`src/rtl/difp_pkg.sv`:
```
// Shared types and constants for the delimited item frame parser.
// No dependencies; compile first.
package difp_pkg;

  localparam int unsigned LINE_MAX   = 128;
  localparam int unsigned MAX_ITEMS  = 8;
  localparam int unsigned MAX_FIELDS = 4;
  localparam int unsigned FIELD_MAX  = 16;

  localparam int unsigned BYTE_W   = 8;
  localparam int unsigned STATUS_W = 2;
  localparam int unsigned COUNT_W  = 4;
  localparam int unsigned INDEX_W  = 3;
  localparam int unsigned CODE_W   = 16;
  localparam int unsigned ERR_W    = 32;
  localparam int unsigned NUM_W    = 17;

  localparam logic [NUM_W-1:0] CODE_SAT = 17'd65536;

  localparam logic [BYTE_W-1:0] CH_NUL   = 8'h00;
  localparam logic [BYTE_W-1:0] CH_TAB   = 8'h09;
  localparam logic [BYTE_W-1:0] CH_LF    = 8'h0A;
  localparam logic [BYTE_W-1:0] CH_VT    = 8'h0B;
  localparam logic [BYTE_W-1:0] CH_FF    = 8'h0C;
  localparam logic [BYTE_W-1:0] CH_CR    = 8'h0D;
  localparam logic [BYTE_W-1:0] CH_SPACE = 8'h20;
  localparam logic [BYTE_W-1:0] CH_PLUS  = 8'h2B;
  localparam logic [BYTE_W-1:0] CH_COMMA = 8'h2C;
  localparam logic [BYTE_W-1:0] CH_MINUS = 8'h2D;
  localparam logic [BYTE_W-1:0] CH_ZERO  = 8'h30;
  localparam logic [BYTE_W-1:0] CH_NINE  = 8'h39;
  localparam logic [BYTE_W-1:0] CH_SEMI  = 8'h3B;
  localparam logic [BYTE_W-1:0] CH_LBR   = 8'h5B;
  localparam logic [BYTE_W-1:0] CH_RBR   = 8'h5D;

  typedef enum logic [STATUS_W-1:0] {
    ST_VALID     = 2'd0,
    ST_PARSE_ERR = 2'd1,
    ST_OVERFLOW  = 2'd2
  } status_e;

  typedef enum logic [2:0] {
    PH_START,
    PH_BARE,
    PH_ITEM,
    PH_AFTER_ITEM,
    PH_AFTER_SEMI
  } phase_e;

  typedef enum logic [1:0] {
    NUM_LEAD,
    NUM_SIGN,
    NUM_DIGITS,
    NUM_BAD
  } num_e;

  typedef struct packed {
    status_e              status;
    logic [COUNT_W-1:0]   item_count;
    logic                 code_found;
    logic [INDEX_W-1:0]   code_item;
    logic [CODE_W-1:0]    first_code;
    logic [CODE_W-1:0]    second_code;
  } frame_t;

  typedef struct packed {
    logic   valid;
    frame_t data;
  } line_res_t;

endpackage

```
`src/rtl/difp_ifs.sv`:
```
// Channel interfaces: received byte stream and parsed frame results.
// Depends on difp_pkg.
interface difp_byte_if;
  import difp_pkg::*;
  logic              valid;
  logic              ready;
  logic [BYTE_W-1:0] in_byte;
  modport source (output valid, output in_byte, input ready);
  modport sink   (input valid, input in_byte, output ready);
endinterface

interface difp_frame_if;
  import difp_pkg::*;
  logic                valid;
  logic                ready;
  logic [STATUS_W-1:0] status;
  logic [COUNT_W-1:0]  item_count;
  logic                code_found;
  logic [INDEX_W-1:0]  code_item;
  logic [CODE_W-1:0]   first_code;
  logic [CODE_W-1:0]   second_code;
  logic [ERR_W-1:0]    error_total;
  modport source (output valid, output status, output item_count, output code_found,
                  output code_item, output first_code, output second_code,
                  output error_total, input ready);
  modport sink   (input valid, input status, input item_count, input code_found,
                  input code_item, input first_code, input second_code,
                  input error_total, output ready);
endinterface

```
`src/rtl/difp_line_parser.sv`:
```
// Byte-at-a-time line parser: tracks line length, form, fields and numeric codes,
// and produces one line result when LF closes a non-empty line. Depends on difp_pkg.
module difp_line_parser #(
  parameter int unsigned LineMax   = difp_pkg::LINE_MAX,
  parameter int unsigned MaxItems  = difp_pkg::MAX_ITEMS,
  parameter int unsigned MaxFields = difp_pkg::MAX_FIELDS,
  parameter int unsigned FieldMax  = difp_pkg::FIELD_MAX
) (
  input  logic                            clk_i,
  input  logic                            rst_ni,
  input  logic                            step_i,
  input  logic [difp_pkg::BYTE_W-1:0]     byte_i,
  output difp_pkg::line_res_t             res_o
);
  import difp_pkg::*;

  localparam int unsigned LlW = $clog2(LineMax);
  localparam int unsigned FsW = $clog2(MaxFields);
  localparam int unsigned FcW = $clog2(FieldMax);
  localparam int unsigned TbW = $clog2(FieldMax + 1);
  localparam int unsigned SumW = TbW + 1;

  typedef struct packed {
    num_e             phase;
    logic             neg;
    logic [NUM_W-1:0] value;
  } num_t;

  localparam num_t NUM_IDLE = '{phase: NUM_LEAD, neg: 1'b0, value: '0};

  function automatic logic num_ok(num_t n);
    return (n.phase == NUM_DIGITS) && !(n.neg && (n.value != '0)) && !n.value[NUM_W-1];
  endfunction

  function automatic num_t num_step(num_t n, logic [BYTE_W-1:0] c, logic gap);
    num_t               r;
    logic               is_dig;
    logic [3:0]         dig;
    logic [NUM_W+2:0]   acc;
    r      = n;
    is_dig = (c >= CH_ZERO) && (c <= CH_NINE);
    dig    = 4'(c - CH_ZERO);
    acc    = ({3'b000, n.value} << 3) + ({3'b000, n.value} << 1) + (NUM_W + 3)'(dig);
    case (n.phase)
      NUM_LEAD: begin
        if (c == CH_VT || c == CH_FF) begin
          r.phase = NUM_LEAD;
        end else if (c == CH_PLUS || c == CH_MINUS) begin
          r.phase = NUM_SIGN;
          r.neg   = (c == CH_MINUS);
        end else if (is_dig) begin
          r.phase = NUM_DIGITS;
          r.value = NUM_W'(dig);
        end else begin
          r.phase = NUM_BAD;
        end
      end
      NUM_SIGN: begin
        if (!gap && is_dig) begin
          r.phase = NUM_DIGITS;
          r.value = NUM_W'(dig);
        end else begin
          r.phase = NUM_BAD;
        end
      end
      NUM_DIGITS: begin
        if (!gap && is_dig) begin
          r.value = (acc > (NUM_W + 3)'(CODE_SAT)) ? CODE_SAT : NUM_W'(acc);
        end else begin
          r.phase = NUM_BAD;
        end
      end
      default: r.phase = NUM_BAD;
    endcase
    return r;
  endfunction

  logic [LlW-1:0]          len_q, len_d;
  logic                    ovf_q, ovf_d;
  logic                    ended_q, ended_d;
  logic                    fail_q, fail_d;
  phase_e                  phase_q, phase_d;
  logic [COUNT_W-1:0]      items_q, items_d;
  logic [FsW-1:0]          fields_q, fields_d;
  logic [FcW-1:0]          fchars_q, fchars_d;
  logic [TbW-1:0]          trail_q, trail_d;
  num_t                    num_q, num_d;
  logic                    code1_ok_q, code1_ok_d;
  logic [CODE_W-1:0]       code1_q, code1_d;
  logic                    chosen_valid_q, chosen_valid_d;
  logic [INDEX_W-1:0]      chosen_idx_q, chosen_idx_d;
  logic [2*CODE_W-1:0]     chosen_codes_q, chosen_codes_d;

  logic is_blank, is_comma, is_semi, is_lbr, is_rbr, is_cr, is_lf, is_nul;
  logic lf_ev, store, room, pe, in_field, bare_like;
  logic f_close, i_close, f_char, cur_ok, hit_item;
  logic [SumW-1:0] sum;

  assign is_blank = (byte_i == CH_SPACE) || (byte_i == CH_TAB);
  assign is_comma = (byte_i == CH_COMMA);
  assign is_semi  = (byte_i == CH_SEMI);
  assign is_lbr   = (byte_i == CH_LBR);
  assign is_rbr   = (byte_i == CH_RBR);
  assign is_cr    = (byte_i == CH_CR);
  assign is_lf    = (byte_i == CH_LF);
  assign is_nul   = (byte_i == CH_NUL);

  assign lf_ev     = step_i && is_lf;
  assign store     = step_i && !is_cr && !is_lf && !ovf_q;
  assign room      = (len_q != LlW'(LineMax - 1));
  assign pe        = store && room && !ended_q && !fail_q && !is_nul;
  assign bare_like = (phase_q == PH_BARE) || (phase_q == PH_START);
  assign in_field  = (phase_q == PH_BARE) || (phase_q == PH_ITEM) ||
                     ((phase_q == PH_START) && !is_blank && !is_lbr);
  assign f_close   = pe && in_field && is_comma;
  assign i_close   = pe && (phase_q == PH_ITEM) && is_rbr;
  assign f_char    = pe && in_field && !is_comma && !((phase_q == PH_ITEM) && is_rbr) &&
                     !(bare_like && is_semi);
  assign sum       = SumW'(fchars_q) + SumW'(trail_q) + SumW'(1);
  assign cur_ok    = num_ok(num_q);
  assign hit_item  = (fields_q == FsW'(2)) && code1_ok_q && cur_ok;

  // Next phase
  always_comb begin
    phase_d = phase_q;
    if (lf_ev) begin
      phase_d = PH_START;
    end else if (pe) begin
      unique case (phase_q)
        PH_START: begin
          if (is_lbr) begin
            phase_d = PH_ITEM;
          end else if (!is_blank) begin
            phase_d = PH_BARE;
          end
        end
        PH_ITEM: begin
          if (is_rbr) phase_d = PH_AFTER_ITEM;
        end
        PH_AFTER_ITEM: begin
          if (is_semi) phase_d = PH_AFTER_SEMI;
        end
        PH_AFTER_SEMI: begin
          if (is_lbr) phase_d = PH_ITEM;
        end
        default: phase_d = phase_q;
      endcase
    end
  end

  // Line, field and code state
  always_comb begin
    len_d          = len_q;
    ovf_d          = ovf_q;
    ended_d        = ended_q;
    fail_d         = fail_q;
    items_d        = items_q;
    fields_d       = fields_q;
    fchars_d       = fchars_q;
    trail_d        = trail_q;
    num_d          = num_q;
    code1_ok_d     = code1_ok_q;
    code1_d        = code1_q;
    chosen_valid_d = chosen_valid_q;
    chosen_idx_d   = chosen_idx_q;
    chosen_codes_d = chosen_codes_q;

    if (lf_ev) begin
      len_d          = '0;
      ovf_d          = 1'b0;
      ended_d        = 1'b0;
      fail_d         = 1'b0;
      items_d        = '0;
      fields_d       = '0;
      fchars_d       = '0;
      trail_d        = '0;
      num_d          = NUM_IDLE;
      code1_ok_d     = 1'b0;
      code1_d        = '0;
      chosen_valid_d = 1'b0;
      chosen_idx_d   = '0;
      chosen_codes_d = '0;
    end else begin
      if (store) begin
        if (room) begin
          len_d = len_q + LlW'(1);
        end else begin
          ovf_d = 1'b1;
        end
      end
      if (store && room && is_nul) ended_d = 1'b1;

      if (f_char) begin
        if (is_blank) begin
          if (fchars_q != '0 && trail_q != TbW'(FieldMax)) trail_d = trail_q + TbW'(1);
        end else begin
          if (sum >= SumW'(FieldMax)) fail_d = 1'b1;
          fchars_d = FcW'(sum);
          trail_d  = '0;
          num_d    = num_step(num_q, byte_i, trail_q != '0);
        end
      end

      if (f_close) begin
        if (fchars_q == '0 || fields_q == FsW'(MaxFields - 1)) fail_d = 1'b1;
        if (fields_q == FsW'(1)) begin
          code1_ok_d = cur_ok;
          code1_d    = num_q.value[CODE_W-1:0];
        end
        fields_d = fields_q + FsW'(1);
        fchars_d = '0;
        trail_d  = '0;
        num_d    = NUM_IDLE;
      end

      if (i_close) begin
        if (fchars_q == '0) fail_d = 1'b1;
        if (hit_item && !chosen_valid_q) begin
          chosen_valid_d = 1'b1;
          chosen_idx_d   = items_q[INDEX_W-1:0];
          chosen_codes_d = {code1_q, num_q.value[CODE_W-1:0]};
        end
        items_d    = items_q + COUNT_W'(1);
        fields_d   = '0;
        fchars_d   = '0;
        trail_d    = '0;
        num_d      = NUM_IDLE;
        code1_ok_d = 1'b0;
      end

      if (pe && bare_like && is_semi) fail_d = 1'b1;
      if (pe && (phase_q == PH_AFTER_ITEM) && !is_blank && !is_semi) fail_d = 1'b1;
      if (pe && (phase_q == PH_AFTER_SEMI) && !is_blank &&
          (!is_lbr || items_q >= COUNT_W'(MaxItems))) fail_d = 1'b1;
    end
  end

  // Line result on LF
  always_comb begin
    logic ok;
    ok = 1'b0;
    res_o = '0;
    res_o.valid = lf_ev && (ovf_q || len_q != '0);
    unique case (phase_q)
      PH_BARE: begin
        ok = !fail_q && (fchars_q != '0);
        res_o.data.item_count = COUNT_W'(1);
        res_o.data.code_found = hit_item;
        res_o.data.code_item  = '0;
        if (hit_item) begin
          res_o.data.first_code  = code1_q;
          res_o.data.second_code = num_q.value[CODE_W-1:0];
        end
      end
      PH_AFTER_ITEM: begin
        ok = !fail_q;
        res_o.data.item_count = items_q;
        res_o.data.code_found = chosen_valid_q;
        if (chosen_valid_q) begin
          res_o.data.code_item   = chosen_idx_q;
          res_o.data.first_code  = chosen_codes_q[2*CODE_W-1:CODE_W];
          res_o.data.second_code = chosen_codes_q[CODE_W-1:0];
        end
      end
      default: ok = 1'b0;
    endcase
    if (ovf_q) begin
      res_o.data        = '0;
      res_o.data.status = ST_OVERFLOW;
    end else if (!ok) begin
      res_o.data        = '0;
      res_o.data.status = ST_PARSE_ERR;
    end else begin
      res_o.data.status = ST_VALID;
    end
  end

  always_ff @(posedge clk_i or negedge rst_ni) begin
    if (!rst_ni) begin
      len_q          <= '0;
      ovf_q          <= 1'b0;
      ended_q        <= 1'b0;
      fail_q         <= 1'b0;
      phase_q        <= PH_START;
      items_q        <= '0;
      fields_q       <= '0;
      fchars_q       <= '0;
      trail_q        <= '0;
      num_q          <= NUM_IDLE;
      code1_ok_q     <= 1'b0;
      code1_q        <= '0;
      chosen_valid_q <= 1'b0;
      chosen_idx_q   <= '0;
      chosen_codes_q <= '0;
    end else begin
      len_q          <= len_d;
      ovf_q          <= ovf_d;
      ended_q        <= ended_d;
      fail_q         <= fail_d;
      phase_q        <= phase_d;
      items_q        <= items_d;
      fields_q       <= fields_d;
      fchars_q       <= fchars_d;
      trail_q        <= trail_d;
      num_q          <= num_d;
      code1_ok_q     <= code1_ok_d;
      code1_q        <= code1_d;
      chosen_valid_q <= chosen_valid_d;
      chosen_idx_q   <= chosen_idx_d;
      chosen_codes_q <= chosen_codes_d;
    end
  end

endmodule

```
`src/rtl/delimited_item_frame_parser.sv`:
```
// Top level: byte channel in, one frame result per closed non-empty line out.
// Depends on difp_pkg, difp_ifs (difp_byte_if, difp_frame_if) and difp_line_parser.
//
//   channel   dir  modport  payload
//   rx_i      in   sink     in_byte
//   frame_o   out  source   status, item_count, code_found, code_item,
//                           first_code, second_code, error_total
//
// One byte per cycle while rx_i.ready is high. Each byte updates the parser registers; the
// LF that closes a line loads the result register on the same edge, so a result
// shows in the cycle after its LF. The result register is one deep: rx_i.ready drops
// only while a result waits and frame_o.ready is low. Reset clears the line state
// and the error count.
module delimited_item_frame_parser #(
  parameter int unsigned LineMax   = difp_pkg::LINE_MAX,
  parameter int unsigned MaxItems  = difp_pkg::MAX_ITEMS,
  parameter int unsigned MaxFields = difp_pkg::MAX_FIELDS,
  parameter int unsigned FieldMax  = difp_pkg::FIELD_MAX
) (
  input  logic          clk_i,
  input  logic          rst_ni,
  difp_byte_if.sink     rx_i,
  difp_frame_if.source  frame_o
);
  import difp_pkg::*;

  logic             step;
  line_res_t        res;
  logic             out_valid_q, out_valid_d;
  frame_t           out_q;
  logic [ERR_W-1:0] err_q, err_d, err_out_q;
  logic             res_err;

  assign rx_i.ready = !out_valid_q || frame_o.ready;
  assign step       = rx_i.valid && rx_i.ready;

  difp_line_parser #(
    .LineMax  (LineMax),
    .MaxItems (MaxItems),
    .MaxFields(MaxFields),
    .FieldMax (FieldMax)
  ) u_parser (
    .clk_i (clk_i),
    .rst_ni(rst_ni),
    .step_i(step),
    .byte_i(rx_i.in_byte),
    .res_o (res)
  );

  assign res_err = res.valid && (res.data.status != ST_VALID);
  assign err_d   = res_err ? err_q + ERR_W'(1) : err_q;

  always_comb begin
    out_valid_d = out_valid_q;
    if (res.valid) begin
      out_valid_d = 1'b1;
    end else if (frame_o.ready) begin
      out_valid_d = 1'b0;
    end
  end

  always_ff @(posedge clk_i or negedge rst_ni) begin
    if (!rst_ni) begin
      out_valid_q <= 1'b0;
      err_q       <= '0;
    end else begin
      out_valid_q <= out_valid_d;
      err_q       <= err_d;
    end
  end

  always_ff @(posedge clk_i) begin
    if (res.valid) begin
      out_q     <= res.data;
      err_out_q <= err_d;
    end
  end

  assign frame_o.valid       = out_valid_q;
  assign frame_o.status      = out_q.status;
  assign frame_o.item_count  = out_q.item_count;
  assign frame_o.code_found  = out_q.code_found;
  assign frame_o.code_item   = out_q.code_item;
  assign frame_o.first_code  = out_q.first_code;
  assign frame_o.second_code = out_q.second_code;
  assign frame_o.error_total = err_out_q;

  a_err_count: assert property (@(posedge clk_i) disable iff (!rst_ni)
    res_err |=> (err_q == $past(err_q) + ERR_W'(1)))
    else $error("error count did not advance on an error result");

  a_no_overrun: assert property (@(posedge clk_i) disable iff (!rst_ni)
    (out_valid_q && !frame_o.ready) |-> !res.valid)
    else $error("result produced while output register is held");

  a_err_clean: assert property (@(posedge clk_i) disable iff (!rst_ni)
    (frame_o.valid && (frame_o.status != ST_VALID)) |->
      (frame_o.item_count == '0 && !frame_o.code_found && frame_o.first_code == '0))
    else $error("error result carries frame data");

  a_code_item: assert property (@(posedge clk_i) disable iff (!rst_ni)
    (frame_o.valid && frame_o.code_found) |->
      (COUNT_W'(frame_o.code_item) < frame_o.item_count))
    else $error("code item index beyond item count");

endmodule
```
`src/flat_wrapper.sv`:
```
// flat-port wrapper written by rule: the top's interface ports become plain ports
module delimited_item_frame_parser_flat import difp_pkg::*;
#(
  parameter int unsigned LineMax   = difp_pkg::LINE_MAX,
  parameter int unsigned MaxItems  = difp_pkg::MAX_ITEMS,
  parameter int unsigned MaxFields = difp_pkg::MAX_FIELDS,
  parameter int unsigned FieldMax  = difp_pkg::FIELD_MAX
)
  (clk_i, rst_ni, rx_i_valid, rx_i_in_byte, rx_i_ready, frame_o_valid, frame_o_status, frame_o_item_count, frame_o_code_found, frame_o_code_item, frame_o_first_code, frame_o_second_code, frame_o_error_total, frame_o_ready);
  difp_byte_if rx_i_i ();
  difp_frame_if frame_o_i ();
  input  logic clk_i;
  input  logic rst_ni;
  input wire logic [$bits(rx_i_i.valid)-1:0] rx_i_valid;
  input wire logic [$bits(rx_i_i.in_byte)-1:0] rx_i_in_byte;
  output wire logic [$bits(rx_i_i.ready)-1:0] rx_i_ready;
  output wire logic [$bits(frame_o_i.valid)-1:0] frame_o_valid;
  output wire logic [$bits(frame_o_i.status)-1:0] frame_o_status;
  output wire logic [$bits(frame_o_i.item_count)-1:0] frame_o_item_count;
  output wire logic [$bits(frame_o_i.code_found)-1:0] frame_o_code_found;
  output wire logic [$bits(frame_o_i.code_item)-1:0] frame_o_code_item;
  output wire logic [$bits(frame_o_i.first_code)-1:0] frame_o_first_code;
  output wire logic [$bits(frame_o_i.second_code)-1:0] frame_o_second_code;
  output wire logic [$bits(frame_o_i.error_total)-1:0] frame_o_error_total;
  input wire logic [$bits(frame_o_i.ready)-1:0] frame_o_ready;
  assign rx_i_i.valid = rx_i_valid;
  assign rx_i_i.in_byte = rx_i_in_byte;
  assign rx_i_ready = rx_i_i.ready;
  assign frame_o_valid = frame_o_i.valid;
  assign frame_o_status = frame_o_i.status;
  assign frame_o_item_count = frame_o_i.item_count;
  assign frame_o_code_found = frame_o_i.code_found;
  assign frame_o_code_item = frame_o_i.code_item;
  assign frame_o_first_code = frame_o_i.first_code;
  assign frame_o_second_code = frame_o_i.second_code;
  assign frame_o_error_total = frame_o_i.error_total;
  assign frame_o_i.ready = frame_o_ready;
  delimited_item_frame_parser #(.LineMax(LineMax), .MaxItems(MaxItems), .MaxFields(MaxFields), .FieldMax(FieldMax)) u_core (.clk_i(clk_i), .rst_ni(rst_ni), .rx_i(rx_i_i), .frame_o(frame_o_i));
endmodule
```
`config.mk`:
```
export PLATFORM = sky130hd
export DESIGN_NAME = delimited_item_frame_parser_flat
export DESIGN_NICKNAME = d
export VERILOG_FILES = /design/src/rtl/difp_pkg.sv /design/src/rtl/difp_ifs.sv /design/src/rtl/difp_line_parser.sv /design/src/rtl/delimited_item_frame_parser.sv /design/src/flat_wrapper.sv
export SDC_FILE = /design/constraint.sdc
export NUM_CORES = 1
export LEC_CHECK = 0
export ABC_AREA = 1
export ABC_CLOCK_PERIOD_IN_PS = 5420
export BUFFER_PORTS_ARGS = -buffer_cell sky130_fd_sc_hd__buf_2
export CELL_PAD_IN_SITES_DETAIL_PLACEMENT = 1
export CELL_PAD_IN_SITES_GLOBAL_PLACEMENT = 2
export CORE_MARGIN = 2
export CORE_UTILIZATION = 40
export CTS_CLUSTER_DIAMETER = 80
export DETAILED_ROUTE_END_ITERATION = 12
export PLACE_DENSITY = 0.88
export SETUP_SLACK_MARGIN = 0.2
export SLEW_MARGIN = 20
export SYNTH_ARGS = -nofsm -noshare
export SYNTH_HDL_FRONTEND = slang
export SYNTH_SLANG_ARGS = --single-unit
```
`constraint.sdc`:
```
create_clock -name clk_i -period 5.42 [get_ports clk_i]
set_clock_uncertainty 0.2 [all_clocks]
set_input_delay 0.542 -clock clk_i [delete_from_list [all_inputs] [get_ports clk_i]]
set_output_delay 0.542 -clock clk_i [all_outputs]
set_load 0.05 [all_outputs]
```
Word level (Yosys, flattened, before mapping):

Index checks and enable logic that the tools add are counted.

* add/subtract/negate cells: 10
* magnitude comparators: 5
* equality and inequality tests: 37
* mux-type cells: 89
* bitwise logic cells: 1
* reduce and logical (&&, ||, !) cells: 105

Operator list (count)
* $mux W32: 5
* $mux W20: 5
* $mux W17: 5
* $pmux W40 S2: 1
* $pmux W17 S3: 1
* $mux W16: 3
* $mux W42: 1
* $logic_and A1 B1 Y1: 41
* $eq A8 B4 Y1 const B: 5
* $eq A8 B6 Y1 const B: 5
* $mux W40: 1
* $mux W35: 1
* $add A32 B1 Y32 const B: 1
* $mux W1: 30
* $mux W3: 10
* $mux W5: 6
* $ne A5 B5 Y1 const B: 6
* $mux W4: 7
* $mux W7: 3
* $add A20 B18 Y20: 1
* $add A20 B4 Y20: 1
* $gt A20 B17 Y1 const B: 1
* $reduce_bool A2 Y1: 10
* $mux W18: 1
* 47 further kinds: 96

* bits in registers: 208
* bits of input ports: 12
* logic and storage cells: 273

Depth between registers and ports, before layout:

Gate-level depths: netlist of the first run.

* depth in word-level cells: 23
* mapped depth: 21
* gate-level depth less buffers: 20

Hierarchy:

Synthesis of the first run repeated with hierarchy kept, for this count alone.

* cells, all modules: 1296
* area, all modules: 11119.4 µm²

Modules (own cells, without submodules)
* difp_line_parser: times used 1, cells an instance 966, area an instance 6934.2 µm², sequential area each 2527.4 µm²
* delimited_item_frame_parser: times used 1, cells an instance 330, area an instance 4185.3 µm², sequential area each 3047.9 µm²

Worst setup path after synthesis of the first run:

No wires, ideal clock.

* path kind: reg-to-reg
* start point: register u_core.out_valid_q (netlist: u_core.frame_o.valid)
* end point: register u_core.err_out_q[19] (netlist: u_core.frame_o.error_total[19]) (data pin)
* library setup time: 0.270 ns
* arrival: 3.859 ns
* required time: 4.950 ns
* path slack: 1.090 ns
* cell stages (with the launch flop): 12
* path buffers: 3
* path through: dfrtp_1 > nand2_1 > nand2_1 > nor3_4 > inv_2 > buf_6 > a41oi_4 > nand2_2 > inv_2 > buf_4 > buf_4 > o21ai_0

* longest elaborated chain between the ends: 7

Ends and longest elaborated chain
* from (decl): RTL line delimited_item_frame_parser.sv:29 `logic out_valid_q, out_valid_d;`
* from (signal assigned): RTL line delimited_item_frame_parser.sv:67 `out_valid_q <= out_valid_d;`
* $logic_not A1 Y1: RTL line delimited_item_frame_parser.sv:34 `assign rx_i.ready = !out_valid_q || frame_o.ready;`
* $logic_or A1 B1 Y1: RTL line delimited_item_frame_parser.sv:34
* net rx_i_ready: RTL line flat_wrapper.sv:16 `output wire logic [$bits(rx_i_i.ready)-1:0] rx_i_ready;`
* $logic_and A1 B1 Y1: RTL line delimited_item_frame_parser.sv:35 `assign step = rx_i.valid && rx_i.ready;`
* $logic_and A1 B1 Y1: RTL line difp_line_parser.sv:108 `assign lf_ev = step_i && is_lf;`
* $logic_and A1 B1 Y1: RTL line difp_line_parser.sv:243 `res_o.valid = lf_ev && (ovf_q || len_q != '0);`
* $logic_and A1 B1 Y1: RTL line delimited_item_frame_parser.sv:50 `assign res_err = res.valid && (res.data.status != ST_VALID);`
* $mux W32: RTL line delimited_item_frame_parser.sv:51 `assign err_d = res_err ? err_q + ERR_W'(1) : err_q;`
* net u_core.err_d[19]: RTL line delimited_item_frame_parser.sv:31 `logic [ERR_W-1:0] err_q, err_d, err_out_q;`
* to (signal assigned): RTL line delimited_item_frame_parser.sv:75 `err_out_q <= err_d;`
* to (decl): RTL line delimited_item_frame_parser.sv:31

The timed path passes the listed nets, and every way through them passes these cells.
A chain may end at the register's enable or synchronous reset.

Worst setup path in the final report of the first run:

* start point: register u_core.u_parser.num_q[0] (netlist bit)
* end point: register u_core.u_parser.num_q[0] (netlist bit)

* longest elaborated chain between the ends: 11

Ends and longest elaborated chain
* from (decl): RTL line difp_line_parser.sv:87 `num_t num_q, num_d;`
* from (signal assigned): RTL line difp_line_parser.sv:305 `num_q <= num_d;`
* $add A20 B18 Y20: RTL line difp_line_parser.sv:43 `acc = ({3'b000, n.value} << 3) + ({3'b000, n.value} << 1) + (NUM_W + 3)'(dig);`
* $add A20 B4 Y20: RTL line difp_line_parser.sv:43
* $gt A20 B17 Y1: RTL line difp_line_parser.sv:68 `r.value = (acc > (NUM_W + 3)'(CODE_SAT)) ? CODE_SAT : NUM_W'(acc);`
* $mux W17: RTL line difp_line_parser.sv:68
* $mux W17: RTL line difp_line_parser.sv:67 `if (!gap && is_dig) begin`
* $pmux W17 S3: RTL line difp_line_parser.sv:44 `case (n.phase)`
* $mux W20: RTL line difp_line_parser.sv:194 `if (is_blank) begin`
* $mux W20: RTL line difp_line_parser.sv:193 `if (f_char) begin`
* $mux W20: RTL line difp_line_parser.sv:204 `if (f_close) begin`
* $mux W20: RTL line difp_line_parser.sv:216 `if (i_close) begin`
* $mux W20: RTL line difp_line_parser.sv:168 `if (lf_ev) begin`

Every way passes these cells. The select of a mux whose other input is x is not followed.

==> results by group, run 1 <==
Synth
  – Number of synthesized flops with an enable pin: 74
  – Synth Area in Adders: 5.81%
  – Synth Instances: 1310
  – Yosys top cell area share: 30.0%
  – Register bit total from synthesis: 208
  – Unique masters post-synth: 45
  – Post-synth top cells: nand2_1 (358), inv_1 (138), dfrtp_1 (134)
  – Post-synthesis mux area share: 0%
  – XOR/XNOR Fraction of Synth Area: 3.14%
  – Synth Flop Type: dfrtp_1
  – Seq/Total Area, Yosys: 50.0%
  – Largest family of logic cells by synthesized area: simple AND/OR/NAND/NOR gates
  – Synthesized Nets: 1372
  – YS warnings: 0
  – Synth Area in Compound Gates: 7.94%
  – Top cells by area, synth: dfrtp_1 (30%), edfxtp_1 (20%), nand2_1 (12%)
  – Synth area leader: dfrtp_1
  – Post-synth ARST share: 64.4%
  – Count leader, synth: nand2_1
  – Post-synthesis cell area: 11200 µm²
  – Syn Area/Cell: 8.52 µm²
  – Synth Area in Simple Gates: 26.6%

Floorplanning
  – Core Area: 27600 µm²
  – Die area: 29300 µm²
  – I/O pins: 88
  – Starting Density: 40.4%
  – Die W: 171 µm
  – Chip Height: 171 µm
  – Row Count: 61

Clocking
  – Clock Path Buffers: 3
  – H-tree level count: 1
  – Clk_lat worst skew: 0.50 ns
  – Root buf cell: clkbuf_16
  – Total CTS buffers: 23
  – Clock Sinks: 208
  – Post-CTS Setup Bufs: 0
  – TritonCTS clock tree: done
  – Reg clk slew, reported paths: 0.06 ns
  – Post-CTS sizing: 0
  – Hold buffers post-CTS: 1

Timing
  – # setup viols final: 0
  – Post-route clock period utilization: 68.3%
  – Max Freq: 270 MHz
  – Worst-margin pin slew: 1.00 ns
  – Slew HR: 33.3%
  – Count of final hold-check violations: 0
  – Max Slew Vio Count: 0
  – Shortest period the worst path allows: 3.70 ns
  – RSZ-0062 raised after global routing: false
  – Setup TNS: 0 ns

Global route
  – Vias in the first global route: 9605
  – First-pass GRT wire length: 49.9 mm
  – Largest net degree at the start of global routing: 94
  – GRT Util Overall: 21.2%
  – GR Overflow Total: 0
  – Antenna violations before repair: 0

Placed design
  – Detailed Place HPWL: 21.6 mm
  – Buffers on Ports: 87
  – GP Congestion: 0.846

Status
  – Status: finished clean

Worst setup path
  – R2R Path Start: u_core.u_parser.num_q[0]
  – Worst setup startpoint: u_core.u_parser.num_q[0]
  – Worst reg2reg setup slack: 1.72 ns
  – CP arrival: 3.94 ns
  – Startpoint Class: flip-flop
  – RR Endpoint: u_core.u_parser.num_q[0]
  – Worst Reg-to-Reg Cells: 18
  – WP data required: 5.66 ns
  – Crit path kind: reg -> reg
  – Worst setup EP type: flip-flop
  – Crit-path max FO: 11

Run
  – Maxcap violations: 0

Power and ir drop
  – Pwr dens: 268 nW/µm²
  – Worst vdd ir: 0.167 mV
  – Net switching power figure: 793 µW
  – Combinational power share: 5.6%
  – P_int: 2610 µW
  – Sw frac: 23.3%
  – Final Power: 3400 µW
  – Clock power frac: 44.6%
  – Flop pwr share: 49.9%
  – Reported leakage power: 0.00613 µW

Finish
  – P&R area growth vs syn: 13.7%
  – Ant. Diodes: 0
  – Final-layout fill cell count: 3351
  – Nets@finish: 1457
  – Share of post-route cells with drive strength above 1: 11.8%

Worst hold path
  – Hold Crit Start: frame_o_ready
  – Type of the worst min-delay path: in -> reg
  – WHS Path Cells: 4
  – Hold path endpoint: u_core.frame_o.valid

Detailed routing
  – Iter 0 DRT Violations: 512
  – Routed wire per std cell: 16.8 µm
  – DR vias: 9164
  – DR DRC count: 0
  – ANT nets after route: 0
  – Final Routed Wirelength: 30.0 mm
  – Post-DR vias/cell: 5.12
  – First-pass DRT Iterations: 5
metrics by stage:
stage | cell area [µm²] | setup slack (ns) | hold slack, ns | util (%) | std cells
2_1_floorplan | 11200 | 1.09 | 0.0464 | - | 1310
3_3_place_gp | 12000 | 1.66 | 0.277 | 43.3 | 1747
3_5_place_dp | 12000 | 1.56 | 0.287 | 43.3 | 1747
4_1_cts | 12700 | 1.74 | 0.110 | 45.9 | 1789
5_1_grt | 12700 | 1.42 | 0.153 | 45.9 | 1789
6_report | 12700 | 1.72 | 0.114 | 45.9 | 1789
logic make-up after synthesis:
family | count (synthesis)
and+or+nand+nor | 684
DFF | 208
buffers and inverters | 181
AOI/OAI and AO/OA | 147
adders and majority gates | 50
xor gates and xnor gates | 40
power by group through the flow:
stage                     clock, µW  sequential [µW]  combinational (µW)
after CTS                      1550             1700                 195
after global routing           1610             1700                 221
after floorplan                   0             1720                 121
after detailed placement          0             1720                 192
final                          1520             1700                 190
after global placement            0             1720                 186
how the worst max path moves through the flow:
stage | end | slack, ns
3_5_place_dp | u_core.u_parser.num_q[0] | 1.56
3_3_place_gp | u_core.u_parser.num_q[0] | 1.66
2_1_floorplan | u_core.frame_o.error_total[19] | 1.09
5_1_grt | u_core.u_parser.num_q[13] | 1.42
4_1_cts | u_core.u_parser.num_q[0] | 1.74
6_report | u_core.u_parser.num_q[0] | 1.72
state kept, by name, indices dropped and copies added, names as in the netlist, 3 cells and up:
name                            flops
u_core.frame_o.error_total         32
u_core.u_parser.items_q             4
u_core.u_parser.chosen_idx_q        3
u_core.u_parser.trail_q             5
u_core.frame_o.first_code          16
u_core.frame_o.code_item            3
u_core.u_parser.len_q               7
u_core.u_parser.phase_q             3
u_core.frame_o.item_count           4
u_core.u_parser.code1_q            16
u_core.u_parser.fchars_q            4
u_core.err_q                       32
u_core.u_parser.num_q              20
u_core.frame_o.second_code         16
u_core.u_parser.chosen_codes_q     32
critical path, cell delays in order, from the launching register on:
cell,delay (ns)
dfrtp_1,0.51
fa_1,0.59
inv_1,0.07
fa_1,0.45
inv_1,0.10
nand3_1,0.07
nand2_1,0.13
nand2_1,0.10
nand2_1,0.10
nand3b_1,0.11
nand2_1,0.08
nand2_1,0.05
nand2_1,0.05
nand3_1,0.06
nor2_1,0.21
nand2_1,0.34
nand2_1,0.23
nand3_1,0.11
nand2_1,0.07
cell usage in the layout, fill, tap and decap left out, types with 3 or more instances in the layout:
master      count
nand2_1       358
inv_1         138
dfrtp_1       134
nor2_1        129
nand3_1       116
buf_2          86
edfxtp_1       74
o21ai_0        49
ha_1           47
a21oi_1        38
a22oi_1        32
xor2_1         30
nor3_1         24
clkbuf_16      23
nor4_1         12
nand4_1        12
xnor2_1        10
o21ai_1        10
inv_2           8
buf_4           7
nor2_4          6
nor2_2          6
nand2_2         5
clkbuf_8        5
clkbuf_1        4
nand2_4         3
nor3_2          3
nand3_2         3
o211ai_1        3
o31ai_1         3
o22ai_1         3
fa_1            3
clkinv_1        3
clkinvlp_4      3
area by class of cell:
class	instances	area (µm²)	area share [%]
clock buffers	32	659	5.19
clock inverters	9	73.8	0.582
inverters	146	548	4.32
multi-input cells	921	4860	38.3
flip-flops and latches	208	5580	43.9
well taps	378	473	3.73
repair buffers	95	504	3.97
per-layer routing:
| metal | wire length, µm | track usage, % | vias to the layer above |
|---|---|---|---|
| li1 | - | - | 4490 |
| met5 | 0 | 0 | - |
| met3 | 962 | 2.20 | 28 |
| met4 | 472 | 4.57 | 0 |
| met2 | 13900 | 35.0 | 151 |
| met1 | 14700 | 30.4 | 4495 |
Note: power is estimated with default switching activity, not from simulation.
==> run 2, diff against run 1 <==
--- a/config.mk
+++ b/config.mk
@@ -6,15 +6,15 @@
 export NUM_CORES = 1
 export LEC_CHECK = 0
 export ABC_AREA = 1
-export ABC_CLOCK_PERIOD_IN_PS = 5420
+export ABC_CLOCK_PERIOD_IN_PS = 3400
 export BUFFER_PORTS_ARGS = -buffer_cell sky130_fd_sc_hd__buf_2
 export CELL_PAD_IN_SITES_DETAIL_PLACEMENT = 1
 export CELL_PAD_IN_SITES_GLOBAL_PLACEMENT = 2
 export CORE_MARGIN = 2
-export CORE_UTILIZATION = 40
+export CORE_UTILIZATION = 33
 export CTS_CLUSTER_DIAMETER = 80
 export DETAILED_ROUTE_END_ITERATION = 12
-export PLACE_DENSITY = 0.88
+export PLACE_DENSITY = 0.77
 export SETUP_SLACK_MARGIN = 0.2
 export SLEW_MARGIN = 20
 export SYNTH_ARGS = -nofsm -noshare
==> constraint.sdc (replaced) <==
create_clock -name clk_i -period 3.4 [get_ports clk_i]
set_clock_uncertainty 0.2 [all_clocks]
set_input_delay 0.34 -clock clk_i [delete_from_list [all_inputs] [get_ports clk_i]]
set_output_delay 0.34 -clock clk_i [all_outputs]
set_load 0.05 [all_outputs]
==> results by group, run 2 (synthesis results as in run 1) <==
Worst setup path
  – Crit path kind: reg -> reg
  – WP data required: 3.65 ns
  – Crit-path slowest cell: dfrtp_2
  – CP arrival: 3.24 ns
  – Startpoint Class: flip-flop
  – R2R Path Start: u_core.u_parser.num_q[1]
  – Worst setup startpoint: u_core.u_parser.num_q[1]
  – RR Endpoint: u_core.u_parser.num_q[4]
  – Buf/Inv on CP: 3
  – Top delay family on crit path: simple AND/OR/NAND/NOR gates
  – Worst setup EP type: flip-flop
  – Max incr delay on CP: 0.45 ns
  – Worst Reg-to-Reg Cells: 18
  – Crit-path max FO: 11
  – Worst reg2reg setup slack: 0.41 ns
  – Crit path cell chain: ha_4 -> ha_2 -> inv_1 -> fa_2 -> buf_4 -> xnor2_1 -> nor2_1 -> nand2_1 -> nor2_1 -> nand3_1 -> nor2_1 -> nand2_1 -> nand2_2 -> nand2_2 -> buf_12 -> nor2_1 -> nand2_1 -> nand2_1

Floorplanning
  – Core Area: 33400 µm²
  – Chip Height: 188 µm
  – Die area: 35300 µm²
  – Starting Density: 33.4%
  – I/O pins: 88
  – Die W: 188 µm
  – Row Count: 67

Power and ir drop
  – Sw frac: 24.1%
  – Net switching power figure: 1310 µW
  – Pwr dens: 411 nW/µm²
  – Reported leakage power: 0.00633 µW
  – Final Power: 5440 µW
  – Clock power frac: 44.6%
  – Worst vdd ir: 0.256 mV
  – P_int: 4130 µW
  – Flop pwr share: 49.6%
  – Combinational power share: 5.8%

Clocking
  – TritonCTS clock tree: done
  – Root buf cell: clkbuf_16
  – H-tree level count: 1
  – Clock Path Buffers: 3
  – Clock Sinks: 208
  – Clk_lat worst skew: 0.52 ns
  – Reg clk slew, reported paths: 0.06 ns
  – Total CTS buffers: 24

Placed design
  – Detailed Place HPWL: 22.7 mm
  – GP Congestion: 0.857
  – Post-DP Area: 12300 µm²
  – Pre-CTS WS: 0.0427 ns
  – Buffers on Ports: 87

Timing
  – Count of final hold-check violations: 0
  – Post-route clock period utilization: 87.9%
  – RSZ-0062 raised after global routing: false
  – Worst-margin pin slew: 1.00 ns
  – Shortest period the worst path allows: 2.99 ns
  – # setup viols final: 0
  – Slew HR: 33.3%
  – Max Slew Vio Count: 0
  – Setup WS post-layout: 0.410 ns
  – Max Freq: 334 MHz
  – Setup TNS: 0 ns

Global route
  – Largest net degree at the start of global routing: 76
  – GRT Util Overall: 17.7%
  – Vias in the first global route: 9550
  – Antenna violations before repair: 0
  – GR Overflow Total: 0
  – First-pass GRT wire length: 51.0 mm

Detailed routing
  – Routed wire per std cell: 16.2 µm
  – DR vias: 9114
  – First-pass DRT Iterations: 5
  – Iter 0 DRT Violations: 558
  – Final Routed Wirelength: 30.7 mm
  – Post-DR vias/cell: 4.81
  – DR DRC count: 0
  – ANT nets after route: 0

Finish
  – Most common cell after layout, fill and taps aside: nand2_1
  – P&R area growth vs syn: 18.6%
  – Nets@finish: 1491
  – Most frequent cells in the layout: nand2_1 (342), inv_1 (136), dfrtp_1 (130), nor2_1 (125), nand3_1 (113)
  – Final-layout fill cell count: 3972
  – Share of post-route cells with drive strength above 1: 16.9%
  – Design area: 13200 µm²
  – Ant. Diodes: 0
  – Area of the multi-input gates: 5000 µm²
  – Area taken by flip-flops and latches: 5580 µm²

Status
  – Status: finished clean

Run
  – Maxcap violations: 0

Worst hold path
  – Hold path endpoint: u_core.u_parser.ovf_q
  – Hold Crit Start: rx_i_valid
  – WHS Path Cells: 5
  – Type of the worst min-delay path: in -> reg
-- run 2: cell types whose count changed in the layout (fill, tap and decap cells not counted), moves of 6 or more --
cell,previous run,this run
buf_4,7,34
ha_1,47,40
ha_2,0,6
nand2_1,358,342
nand2_2,5,18
o21ai_0,49,43
-- run 2: how the worst max path moves through the flow --
stage                                     to  slack [ns]  cells after the start
2_1_floorplan  u_core.frame_o.error_total[7]       -0.44                     11
3_3_place_gp        u_core.u_parser.num_q[1]        0.12                     20
3_5_place_dp        u_core.u_parser.num_q[3]        0.04                     20
4_1_cts             u_core.u_parser.num_q[3]        0.24                     19
5_1_grt             u_core.u_parser.num_q[6]        0.19                     17
6_report            u_core.u_parser.num_q[4]        0.41                     18
-- run 2: through the flow --
stage | instances | utilization (%) | hold slack, ns
floorplan | 1310 | - | -0.156
global placement | 1842 | 36.8 | 0.228
detailed placement | 1842 | 36.8 | 0.222
CTS | 1890 | 39.1 | 0.00953
global route | 1895 | 39.6 | 0.0446
finish | 1895 | 39.6 | 0.0336
-- run 2: final cells by class --
| cell class | count | area share [%] |
|---|---|---|
| Multi-Input combinational cell | 921 | 37.8 |
| Inverter | 146 | 4.14 |
| Tap cell | 448 | 4.24 |
| Timing Repair Buffer | 128 | 6.03 |
| Clock buffer | 31 | 5.05 |
| Sequential cell | 208 | 42.2 |
| Clock inverter | 13 | 0.586 |
-- run 2: worst reg2reg max path, stage by stage (launching register included) --
cell	delay [ns]
dfrtp_2	0.45
ha_4	0.28
ha_2	0.17
inv_1	0.06
fa_2	0.41
buf_4	0.15
xnor2_1	0.15
nor2_1	0.11
nand2_1	0.07
nor2_1	0.08
nand3_1	0.10
nor2_1	0.09
nand2_1	0.07
nand2_2	0.08
nand2_2	0.07
buf_12	0.14
nor2_1	0.10
nand2_1	0.06
nand2_1	0.06
-- run 2: power groups by stage --
stage          Sequential (µW)  Clock [µW]  Combinational [µW]
2_1_floorplan             2740           0                 196
3_3_place_gp              2750           0                 308
3_5_place_dp              2750           0                 317
4_1_cts                   2700        2530                 323
5_1_grt                   2710        2610                 364
6_report                  2700        2430                 315
-- run 2: per-layer routing --
metal	vias to the layer above	wire length (µm)	GRT usage (%)	part of all wire (%)
met5	-	0	0	0
met2	112	14000	28.7	46
li1	4555	-	-	-
met3	36	852	2.08	2.8
met1	4411	15300	25.6	50
met4	0	475	3.63	1.5
-- run 2: what timing repair did --
item	in CTS	in global routing
setup endpoints to repair	12	17
hold endpoints to repair	69	0
buffers inserted	1	5
pin swaps	1	10
hold buffers	3	0
resized for setup	4	36
